--- src/rtl/kss_pkg.sv ---
// ============================================================================
// Key set package
// Shared types, codes and constants of the two-level sorted key set unit.
// ============================================================================
package kss_pkg;

   localparam int KEY_W        = 32;
   localparam int PAY_PORT_W   = 32;
   localparam int TOTAL_W      = 11;
   localparam int LIMIT_W      = 5;
   localparam int KIND_W       = 2;
   localparam int STATUS_W     = 2;
   localparam int LIMIT_RESET  = 16;

   localparam int STAGE_DEPTH_DEF  = 16;
   localparam int MAIN_DEPTH_DEF   = 1024;
   localparam int PAYLOAD_BITS_DEF = 32;

   typedef enum logic [KIND_W-1:0] {
      KIND_INSERT = 2'd0,
      KIND_LOOKUP = 2'd1,
      KIND_POP    = 2'd2,
      KIND_CLEAR  = 2'd3
   } kind_type;

   typedef enum logic [STATUS_W-1:0] {
      STATUS_OK    = 2'd0,
      STATUS_EMPTY = 2'd1,
      STATUS_FULL  = 2'd2
   } status_type;

   typedef enum logic [3:0] {
      S_IDLE,
      S_SINIT,
      S_PROBE,
      S_STEP,
      S_CHECK,
      S_MRG_RD,
      S_MRG_STEP,
      S_INS_RD,
      S_INS_STEP,
      S_POP_RD,
      S_POP_STEP,
      S_CLEAR,
      S_SEND
   } state_type;

   typedef enum logic [4:0] {
      OP_IDLE,
      OP_LOAD,
      OP_SINIT,
      OP_MINIT,
      OP_PROBE,
      OP_STEP,
      OP_FULL,
      OP_MRG_INIT,
      OP_MRG_RD,
      OP_MRG_STEP,
      OP_MRG_DONE,
      OP_INS_INIT,
      OP_INS_RD,
      OP_INS_STEP,
      OP_INS_PUT,
      OP_POP_RD,
      OP_POP_STEP,
      OP_CLEAR,
      OP_SEND
   } dp_op_type;

   typedef struct packed {
      kind_type kind;
      logic     sel_main;
      logic     lo_lt_hi;
      logic     probe_eq;
      logic     stage_full;
      logic     merge_ovf;
      logic     s_zero;
      logic     p_zero;
      logic     ins_shift;
      logic     rsp_busy;
   } dp_stat_type;

endpackage

--- src/rtl/kss_ctl.sv ---
// ============================================================================
// Key set controller
// Sequences searches, merges, sorted insertion, pops and clears over the datapath.
// ============================================================================
module kss_ctl import kss_pkg::*; (
   input  logic        clock,
   input  logic        reset,
   input  logic        req_valid,
   input  kind_type    req_kind,
   input  dp_stat_type stat,
   output logic        req_ready,
   output dp_op_type   op
);

   state_type state_ff, state_in;

   always_ff @(posedge clock) begin
      if (reset) begin
         state_ff <= S_IDLE;
      end else begin
         state_ff <= state_in;
      end
   end

   always_comb begin
      state_in = state_ff;
      unique case (state_ff)
         S_IDLE: begin
            if (req_valid) begin
               case (req_kind) inside
                  KIND_INSERT, KIND_LOOKUP: state_in = S_SINIT;
                  KIND_POP:                 state_in = S_POP_RD;
                  default:                  state_in = S_CLEAR;
               endcase
            end
         end
         S_SINIT: state_in = S_PROBE;
         S_PROBE: begin
            if (stat.lo_lt_hi) begin
               state_in = S_STEP;
            end else if (!stat.sel_main) begin
               state_in = S_PROBE;
            end else if (stat.kind == KIND_LOOKUP) begin
               state_in = S_SEND;
            end else begin
               state_in = S_CHECK;
            end
         end
         S_STEP: state_in = stat.probe_eq ? S_SEND : S_PROBE;
         S_CHECK: begin
            if (!stat.stage_full) begin
               state_in = S_INS_RD;
            end else if (stat.merge_ovf) begin
               state_in = S_SEND;
            end else begin
               state_in = S_MRG_RD;
            end
         end
         S_MRG_RD:   state_in = stat.s_zero ? S_CHECK : S_MRG_STEP;
         S_MRG_STEP: state_in = S_MRG_RD;
         S_INS_RD:   state_in = stat.p_zero ? S_SEND : S_INS_STEP;
         S_INS_STEP: state_in = stat.ins_shift ? S_INS_RD : S_SEND;
         S_POP_RD:   state_in = S_POP_STEP;
         S_POP_STEP: state_in = S_SEND;
         S_CLEAR:    state_in = S_SEND;
         S_SEND:     state_in = stat.rsp_busy ? S_SEND : S_IDLE;
         default:    state_in = S_IDLE;
      endcase
   end

   always_comb begin
      op        = OP_IDLE;
      req_ready = 1'b0;
      unique case (state_ff)
         S_IDLE: begin
            req_ready = 1'b1;
            if (req_valid) begin
               op = OP_LOAD;
            end
         end
         S_SINIT: op = OP_SINIT;
         S_PROBE: begin
            if (stat.lo_lt_hi) begin
               op = OP_PROBE;
            end else if (!stat.sel_main) begin
               op = OP_MINIT;
            end
         end
         S_STEP: op = OP_STEP;
         S_CHECK: begin
            if (!stat.stage_full) begin
               op = OP_INS_INIT;
            end else if (stat.merge_ovf) begin
               op = OP_FULL;
            end else begin
               op = OP_MRG_INIT;
            end
         end
         S_MRG_RD:   op = stat.s_zero ? OP_MRG_DONE : OP_MRG_RD;
         S_MRG_STEP: op = OP_MRG_STEP;
         S_INS_RD:   op = stat.p_zero ? OP_INS_PUT : OP_INS_RD;
         S_INS_STEP: op = OP_INS_STEP;
         S_POP_RD:   op = OP_POP_RD;
         S_POP_STEP: op = OP_POP_STEP;
         S_CLEAR:    op = OP_CLEAR;
         S_SEND:     op = stat.rsp_busy ? OP_IDLE : OP_SEND;
         default:    op = OP_IDLE;
      endcase
   end

endmodule

--- config.mk ---
export PLATFORM = sky130hd
export DESIGN_NAME = kss_ctl
export DESIGN_NICKNAME = d
export VERILOG_FILES = /design/src/rtl/kss_pkg.sv /design/src/rtl/kss_ctl.sv
export SDC_FILE = /design/constraint.sdc
export NUM_CORES = 1
export LEC_CHECK = 0
export ABC_CLOCK_PERIOD_IN_PS = 1900
export BUFFER_PORTS_ARGS = -buffer_cell sky130_fd_sc_hd__buf_2
export CORE_MARGIN = 8
export CORE_UTILIZATION = 40
export DETAILED_ROUTE_END_ITERATION = 10
export GPL_TIMING_DRIVEN = 0
export PLACE_DENSITY = 0.79
export SLEW_MARGIN = 10
export SYNTH_ARGS = -nofsm -noshare
export SYNTH_HDL_FRONTEND = slang
export SYNTH_SLANG_ARGS = --single-unit
--- constraint.sdc ---
create_clock -name clock -period 1.9 [get_ports clock]
set_clock_uncertainty 0.05 [all_clocks]
set_input_delay 0.285 -clock clock [delete_from_list [all_inputs] [get_ports clock]]
set_output_delay 0.285 -clock clock [all_outputs]
set_load 0.02 [all_outputs]
# Word level (Yosys, flattened, before mapping)
# Cells that the tools add are included.
word_totals:
  regBits: 4
  latch_bits: 0
  ram_bits: 0
  rom_bits: 0
  memories: 0
op_classes:
  n_addsub: 0
  multipliers: 0
  div: 0
  order_cmp: 0
  eq_ne: 16
  shifts: 0
  n_mux: 24
  bitwise_logic: 0
  n_reduce_logical: 4
op_table:
  columns: ["op", "count"]
  rows:
  - ["one-hot mux 5 bit (13 select lines)", 1]
  - ["one-hot mux 4 bit (12 select lines)", 1]
  - ["2-to-1 mux 4 bit", 11]
  - ["== test 4 bit, second input constant", 5]
  - ["== test 4 x 3 -> 1 bit, second input constant", 4]
  - ["2-to-1 mux 2 bit", 5]
  - ["== test 4 x 2 -> 1 bit, second input constant", 2]
  - ["2-to-1 mux 3 bit", 2]
  - ["2-to-1 mux 5 bit", 1]
  - ["== test 2 x 1 -> 1 bit, second input constant", 2]
  - ["== test 4 x 1 -> 1 bit, second input constant", 1]
  - ["logical NOT 4 bit", 1]
  - ["OR reduction 2 bit", 2]
  - ["2-to-1 mux 1 bit", 3]
  - ["== test 2 bit, second input constant", 1]
  - ["logical NOT 2 bit", 1]
  - ["inequality test 2 bit, second input constant", 1]

# Longest topological paths before layout
# Gate-level depths: netlist of run 1.
depth:
  word_depth: 5
  mapped_depth: 6
  mapped_depth_nobuf: 4

# Worst setup path before layout of run 1
# OpenSTA, ideal clock, no wires.
synth_timing:
  path_type: "reg-to-output"
  startpoint: "register state_ff[2]"
  endpoint: "output op[0]"
  t_arrival_ps: 1369
  required_ps: 1565
  setup_slack_ps: 196
  path_stages_with_launch: 5
  path_buffers: 1
  path_cell_list: "dfxtp_1 buf_6 or3b_4 o22a_1 o22ai_1"
synth_between:
  elab_chain_cells: 2
  word_cells_on_any_way: 14
  cone_classes: "eq/ne (12); mux (1); reduce/logical (1)"
synth_lines:
  columns: ["item", "line", "source"]
  rows:
  - ["start: declaration", "kss_ctl.sv:15", "state_type state_ff, state_in;"]
  - ["start signal: assignment", "kss_ctl.sv:21", "state_ff <= state_in;"]
  - ["== test 4 bit, or another cell as far along", "kss_ctl.sv:74", "unique case (state_ff)"]
  - ["one-hot mux 5 bit (13 select lines) *", "kss_ctl.sv:74", null]
  - ["end: declaration", "kss_ctl.sv:12", "output dp_op_type op"]
# Mark *: on every way between the ends. The rest lies on a longest branch, timed or not.

# Worst setup path in the final report of run 1
layout_timing:
  startpoint: "register state_ff[0]"
  endpoint: "output op[4]"
# The elaborated chain is that of the path after synthesis.

==> results by group, run 1 <==
Outcome
  – Outcome: complete, no violations

STA
  – Worst Tran Pin Value: 0.477 ns
  – Final setup viols: 0
  – Final worst-path cycle share: 0.987
  – Minimum clock period: 1.88 ns
  – Max Fclk: 0.533 GHz
  – Worst setup slack after layout: 0.0245 ns
  – Max_slew headroom: 0.679
  – Slew Viols, Final: 0
  – Hold_ws: 0.303 ns
  – Post-route setup TNS: 0 ns
  – RSZ-0062 raised after global routing: yes
  – Endpoints failing hold: 0

Cells and area
  – Max reg flops: 4
  – Share of cells above drive strength 1: 0.394
  – Sequential cell area: 80.1 µm²
  – # diodes: 0
  – Top Registers: state_ff (4)
  – # nets final: 122
  – Top reg by flops: state_ff
  – Commonest non-fill, non-tap cell in the layout: buf_2
  – Fin util: 0.564
  – Area Overhead vs Synth: 31.7%
  – Multi-input logic area: 452 µm²
  – Commonest non-fill, non-tap cells in the layout: buf_2, nand2_1, clkbuf_4
  – Fill count: 126

Yosys
  – Synthesized cell area: 564 µm²
  – Post-synthesis cell type count: 38
  – Syn_area_per_cell: 7.05 µm²
  – Synth Flop Type: dfxtp_1
  – Syn Nets: 96
  – Post-synth EDFFs: 0
  – Synth Instances: 80
  – Post-synthesis mux area share: 0.0177
  – Synth async-reset ratio: 0
  – Area share of and/or/nand/nor cells after synthesis: 0.366
  – Area share of xor/xnor cells in the synthesized design: 0
  – Compound-Gate Fraction of Synth Area: 0.386
  – Largest family of logic cells by synthesized area: compound AO/OA/AOI/OAI gates
  – #FFs+latches synth: 4
  – Warnings from Yosys: 0
  – Sequential area share after synthesis: 0.142
  – Adder-cell share of the synthesized area: 0

Critical path
  – Crit-path most repeated cell: buf_2
  – CP arrival: 1.54 ns
  – Slowest Stage Delay on Critical Path: 0.33 ns
  – Slowest CP cell: dfxtp_1
  – CP Capture Type: output pin
  – Critical Path RT: 1.56 ns
  – Worst r2r src: state_ff[1]
  – WP buf/inv: 3
  – R2R depth: 4
  – CP Class: flip-flop to output pin
  – Reg2reg setup slack: 0.45 ns
  – Crit path launch type: flip-flop
  – CP Max Fanout: 10
  – R2r endpoint: state_ff[0]
  – Delay-heaviest family, CP: buffers and inverters
  – Crit path cell chain: buf_2 -> clkbuf_4 -> nor4_1 -> o21a_1 -> buf_2

GRT
  – First-pass GRT wire length: 2700 µm
  – Initial antenna violation count: 0
  – GR Overflow Total: 0
  – Tot GR Track Use: 0.121
  – Largest net degree at the start of global routing: 11
  – Number of global-route vias before repair: 628

Placed design
  – PortBufs: 21
  – Pre-CTS setup slack: 0.192 ns
  – Global placement routability congestion: 0.928
  – HPWL Detailed: 1370 µm

Power
  – Max VDD drop: 912 µV
  – P per Cell Area: 1740 nW/µm²
  – Total power: 1.29 mW
  – Leak: 0.328 nW

Clock network
  – Cts hold-fix bufs: 0
  – # H-tree levels: 1
  – Clk root buf: clkbuf_4
  – Clk slew on worst S/H paths: 0.04 ns
  – CTS Buffer Depth: 2
  – Postcts setup bufs: 0
  – CTS tree: yes
  – CTS sink cnt: 4
  – Clk_lat worst skew: 0.23 ns
  – Number of buffers created by CTS: 3

Worst hold path
  – Hold Path Depth: 4
  – Type of the worst min-delay path: primary input to flip-flop
  – Hold path endpoint: state_ff[3]
  – Min-delay src: reset

Flow run
  – MaxCap Viol Count: 0

Route
  – Routed Antenna Nets: 0
  – Drt pass-1 iters: 4
  – Vias: 699
  – DRT iter0 DRCs: 23
  – DR vias/cell: 5.87
  – # DRC: 0
  – Routed len/inst: 15.0 µm
  – WL final: 1780 µm

Floorplanning
  – Standard-cell rows: 13
  – Core area: 1320 µm²
  – Die width: 53.6 µm
  – Starting Density: 0.428
  – IO Count: 22
  – Die height: 53.6 µm
  – Die area: 2870 µm²
[Yosys cell counts, types with 2 or more instances]
cell      instances  share of area
a21o_1            4          0.053
a21oi_1           3          0.027
a22oi_1           2          0.027
a31oi_1           2          0.022
buf_2             7          0.062
dfxtp_1           4           0.14
nand2_1           8          0.053
nand3_1           3          0.027
nand3b_1          3          0.040
nor2_1            7          0.047
nor2b_1           3          0.033
nor3_1            2          0.018
nor4_1            2          0.022
o21ai_0           5          0.044
o22ai_1           2          0.022
[worst max-delay path by stage]
stage           startpoint  endpoint  cells after the start
2_1_floorplan  state_ff[2]     op[0]                      4
3_3_place_gp   state_ff[1]     op[0]                      6
3_5_place_dp   state_ff[1]     op[0]                      6
4_1_cts        state_ff[2]     op[1]                      6
5_1_grt        state_ff[1]     op[0]                      6
6_report       state_ff[0]     op[4]                      5
[per-stage QoR]
step | instance area, µm² | std cells
floorplan | 564 | 80
global placement | 688 | 116
detailed placement | 688 | 116
CTS | 716 | 119
global route | 743 | 119
finish | 743 | 119
[logic make-up after synthesis]
group,count (synthesis)
muxes,1
DFF,4
AOI/OAI and AO/OA,29
buffers and inverters,9
and+or+nand+nor,37
[area by class of cell]
| cell class | instances | share of cell area |
|---|---|---|
| inverters | 1 | 0.00505 |
| clock buffers | 3 | 0.0303 |
| repair buffers | 21 | 0.148 |
| multi-input cells | 67 | 0.608 |
| plain buffers | 8 | 0.0758 |
| well taps | 15 | 0.0253 |
| flip-flops and latches | 4 | 0.108 |
[where the power goes]
group	switching [mW]	leakage, nW	internal (mW)
registers	0.0312	0.0331	0.123
clock network	0.0284	0.0138	0.0702
logic	0.606	0.281	0.431
total	0.666	0.328	0.624
[layer usage]
layer  part of all wire  track usage
met4                  0       0.0420
met3              0.099       0.0386
met5                  0            0
met2               0.44        0.180
met1               0.46        0.160
[worst min-delay path: cells and delay by family]
kind            cells  cell delay, ns
compound gates      3            0.17
buf+inv             1            0.08
[what timing repair did]
action                     in CTS  in global routing
pin swaps                       1                  0
resized for setup               2                  9
setup endpoints to repair       2                  4
Power figures use the tool's default switching activity.
==> inputs of run 2 (changes only) <==
BUFFER_PORTS_ARGS = -buffer_cell sky130_fd_sc_hd__buf_4   (was -buffer_cell sky130_fd_sc_hd__buf_2)
==> results by group, run 2 (same netlist as run 1, synthesis figures left out) <==
Outcome
  – Outcome: complete, no violations (unchanged)

Critical path
  – CP endpoint: op[0] (was op[4])
  – CP Class: flip-flop to output pin (unchanged)
  – Slowest Stage Delay on Critical Path: 0.39 ns (was 0.33 ns)
  – R2r endpoint: state_ff[3] (was state_ff[0])
  – CP Capture Type: output pin (unchanged)
  – CP Max Fanout: 5 (was 10)
  – Crit path launch type: flip-flop (unchanged)
  – Crit path cell chain: buf_6 -> or3b_4 -> o22a_1 -> o22ai_1 -> buf_4 (was buf_2 -> clkbuf_4 -> nor4_1 -> o21a_1 -> buf_2)
  – Delay-heaviest family, CP: simple AND/OR/NAND/NOR gates (was buffers and inverters)
  – Setup crit start: state_ff[2] (was state_ff[0])
  – Reg2reg setup slack: 0.39 ns (was 0.45 ns)
  – WP buf/inv: 2 (was 3)
  – CP arrival: 1.52 ns (was 1.54 ns)
  – Slowest CP cell: or3b_4 (was dfxtp_1)
  – Crit path depth: 5 (unchanged)
  – Worst r2r src: state_ff[2] (was state_ff[1])
  – Critical Path RT: 1.56 ns (about the same)
  – R2R depth: 6 (was 4)

Power
  – P per Cell Area: 1690 nW/µm² (was 1740 nW/µm²)
  – Max VDD drop: 785 µV (was 912 µV)
  – Leak: 0.356 nW (was 0.328 nW)

Placed design
  – PortBufs: 21 (unchanged)
  – Global placement routability congestion: 0.934 (was 0.928)
  – HPWL Detailed: 1400 µm (was 1370 µm)
  – Inst Count DP: 116 (unchanged)

STA
  – Hold_ws: 0.273 ns (was 0.303 ns)
  – RSZ-0062 raised after global routing: yes (unchanged)
  – Worst Tran Pin Value: 0.447 ns (was 0.477 ns)
  – Endpoints failing hold: 0 (unchanged)
  – Max Fclk: 0.538 GHz (was 0.533 GHz)
  – Final setup viols: 0 (unchanged)
  – Max_slew headroom: 0.699 (was 0.679)
  – Minimum clock period: 1.86 ns (was 1.88 ns)
  – Slew Viols, Final: 0 (unchanged)
  – Final worst-path cycle share: 0.979 (was 0.987)

Clock network
  – CTS tree: yes (unchanged)
  – Clk_lat worst skew: 0.24 ns (was 0.23 ns)
  – CTS Buffer Depth: 2 (unchanged)
  – # H-tree levels: 1 (unchanged)
  – Cts hold-fix bufs: 0 (unchanged)
  – CTS sink cnt: 4 (unchanged)
  – Clk slew on worst S/H paths: 0.04 ns (about the same)
  – Number of buffers created by CTS: 3 (unchanged)
  – Clk root buf: clkbuf_4 (unchanged)

Cells and area
  – Commonest non-fill, non-tap cells in the layout: buf_4, nand2_1, clkbuf_4, nor2_1, o21ai_0 (was buf_2, nand2_1, clkbuf_4)
  – Multi-input logic area: 454 µm² (was 452 µm²)
  – Top Registers: state_ff (4) (unchanged)
  – # nets final: 125 (was 122)
  – Layout Cells excl Fill: 122 (was 119)
  – Max reg flops: 4 (unchanged)
  – Fin util: 0.621 (was 0.564)
  – Sequential cell area: 80.1 µm² (unchanged)
  – Share of cells above drive strength 1: 0.402 (was 0.394)
  – Fill count: 119 (was 126)
  – # diodes: 0 (unchanged)
  – Area Overhead vs Synth: 45.0% (was 31.7%)
  – Top reg by flops: state_ff (unchanged)
  – Commonest non-fill, non-tap cell in the layout: buf_4 (was buf_2)

Floorplanning
  – Core area: 1320 µm² (unchanged)
  – Die width: 53.6 µm (unchanged)
  – Starting Density: 0.428 (unchanged)
  – Die area: 2870 µm² (unchanged)
  – IO Count: 22 (unchanged)
  – Die height: 53.6 µm (unchanged)
  – Standard-cell rows: 13 (unchanged)

Route
  – Vias: 724 (was 699)
  – Routed Antenna Nets: 0 (unchanged)
  – # DRC: 0 (unchanged)
  – DR vias/cell: 5.93 (was 5.87)
  – DRT iter0 DRCs: 35 (was 23)
  – WL final: 1940 µm (was 1780 µm)
  – Drt pass-1 iters: 4 (unchanged)
  – Routed len/inst: 15.9 µm (was 15.0 µm)

GRT
  – Met1 usage: 0.169 (was 0.160)
  – First-pass GRT wire length: 2970 µm (was 2700 µm)
  – Met2 GRT Util: 0.205 (was 0.180)
  – Largest net degree at the start of global routing: 11 (unchanged)
  – M3 GR Usage: 0.0358 (was 0.0386)
  – Initial antenna violation count: 0 (unchanged)
  – Tot GR Track Use: 0.136 (was 0.121)
  – Global route hottest layer: met2 (unchanged)
  – GR Overflow Total: 0 (unchanged)
  – Number of global-route vias before repair: 672 (was 628)

Worst hold path
  – Type of the worst min-delay path: primary input to flip-flop (unchanged)

Flow run
  – MaxCap Viol Count: 0 (unchanged)
-- run 2: area by class of cell --
type	count	share of cell area
Buffer	8	0.0719
Inverter	1	0.00459
Timing Repair Buffer	24	0.220
Tap cell	15	0.0229
Clock buffer	3	0.0275
Multi-Input combinational cell	67	0.555
Sequential cell	4	0.0979
-- run 2: what timing repair did --
item / in CTS / in global routing
resized for setup: 1 / 10
endpoints found under the hold margin: 0 / 0
setup buffers: 1 / 2
endpoints found under the setup margin: 2 / 4
pin swaps: 1 / 1
-- run 2: tightest hold or removal path, cell delays in order --
cell	delay [ns]
buf_4	0.08
a31oi_1	0.04
o41ai_2	0.08
a21oi_1	0.04
-- run 2: how the worst min path moves through the flow --
stage | startpoint | endpoint | depth (start not counted)
6_report | reset | state_ff[1] | 4
5_1_grt | reset | state_ff[3] | 4
4_1_cts | reset | state_ff[3] | 4
3_5_place_dp | reset | state_ff[3] | 4
3_3_place_gp | reset | state_ff[3] | 4
2_1_floorplan | reset | state_ff[3] | 3
-- run 2: power breakdown --
part	switching (mW)	internal, mW	total, mW
clock network	0.0394	0.0710	0.110
registers	0.0334	0.123	0.156
logic	0.622	0.494	1.12
-- run 2: metal layers --
metal  part of all wire  routed length (µm)  up-vias
met1               0.44                 858      327
met2               0.45                 874       36
met3              0.085                 165        5
met5                  0                   0        -
met4              0.021                  40        0
li1                   -                   -      356
-- run 2: stage by stage --
stage	power (mW)	cell area, µm²	setup TNS [ns]	setup slack, ns
after floorplan	0.863	564	0	0.196
after global placement	1.16	741	0	0.210
after detailed placement	1.17	741	0	0.219
after CTS	1.30	773	0	0.0232
after global routing	1.47	818	-0.0140	-0.0140
final	1.38	818	0	0.0401
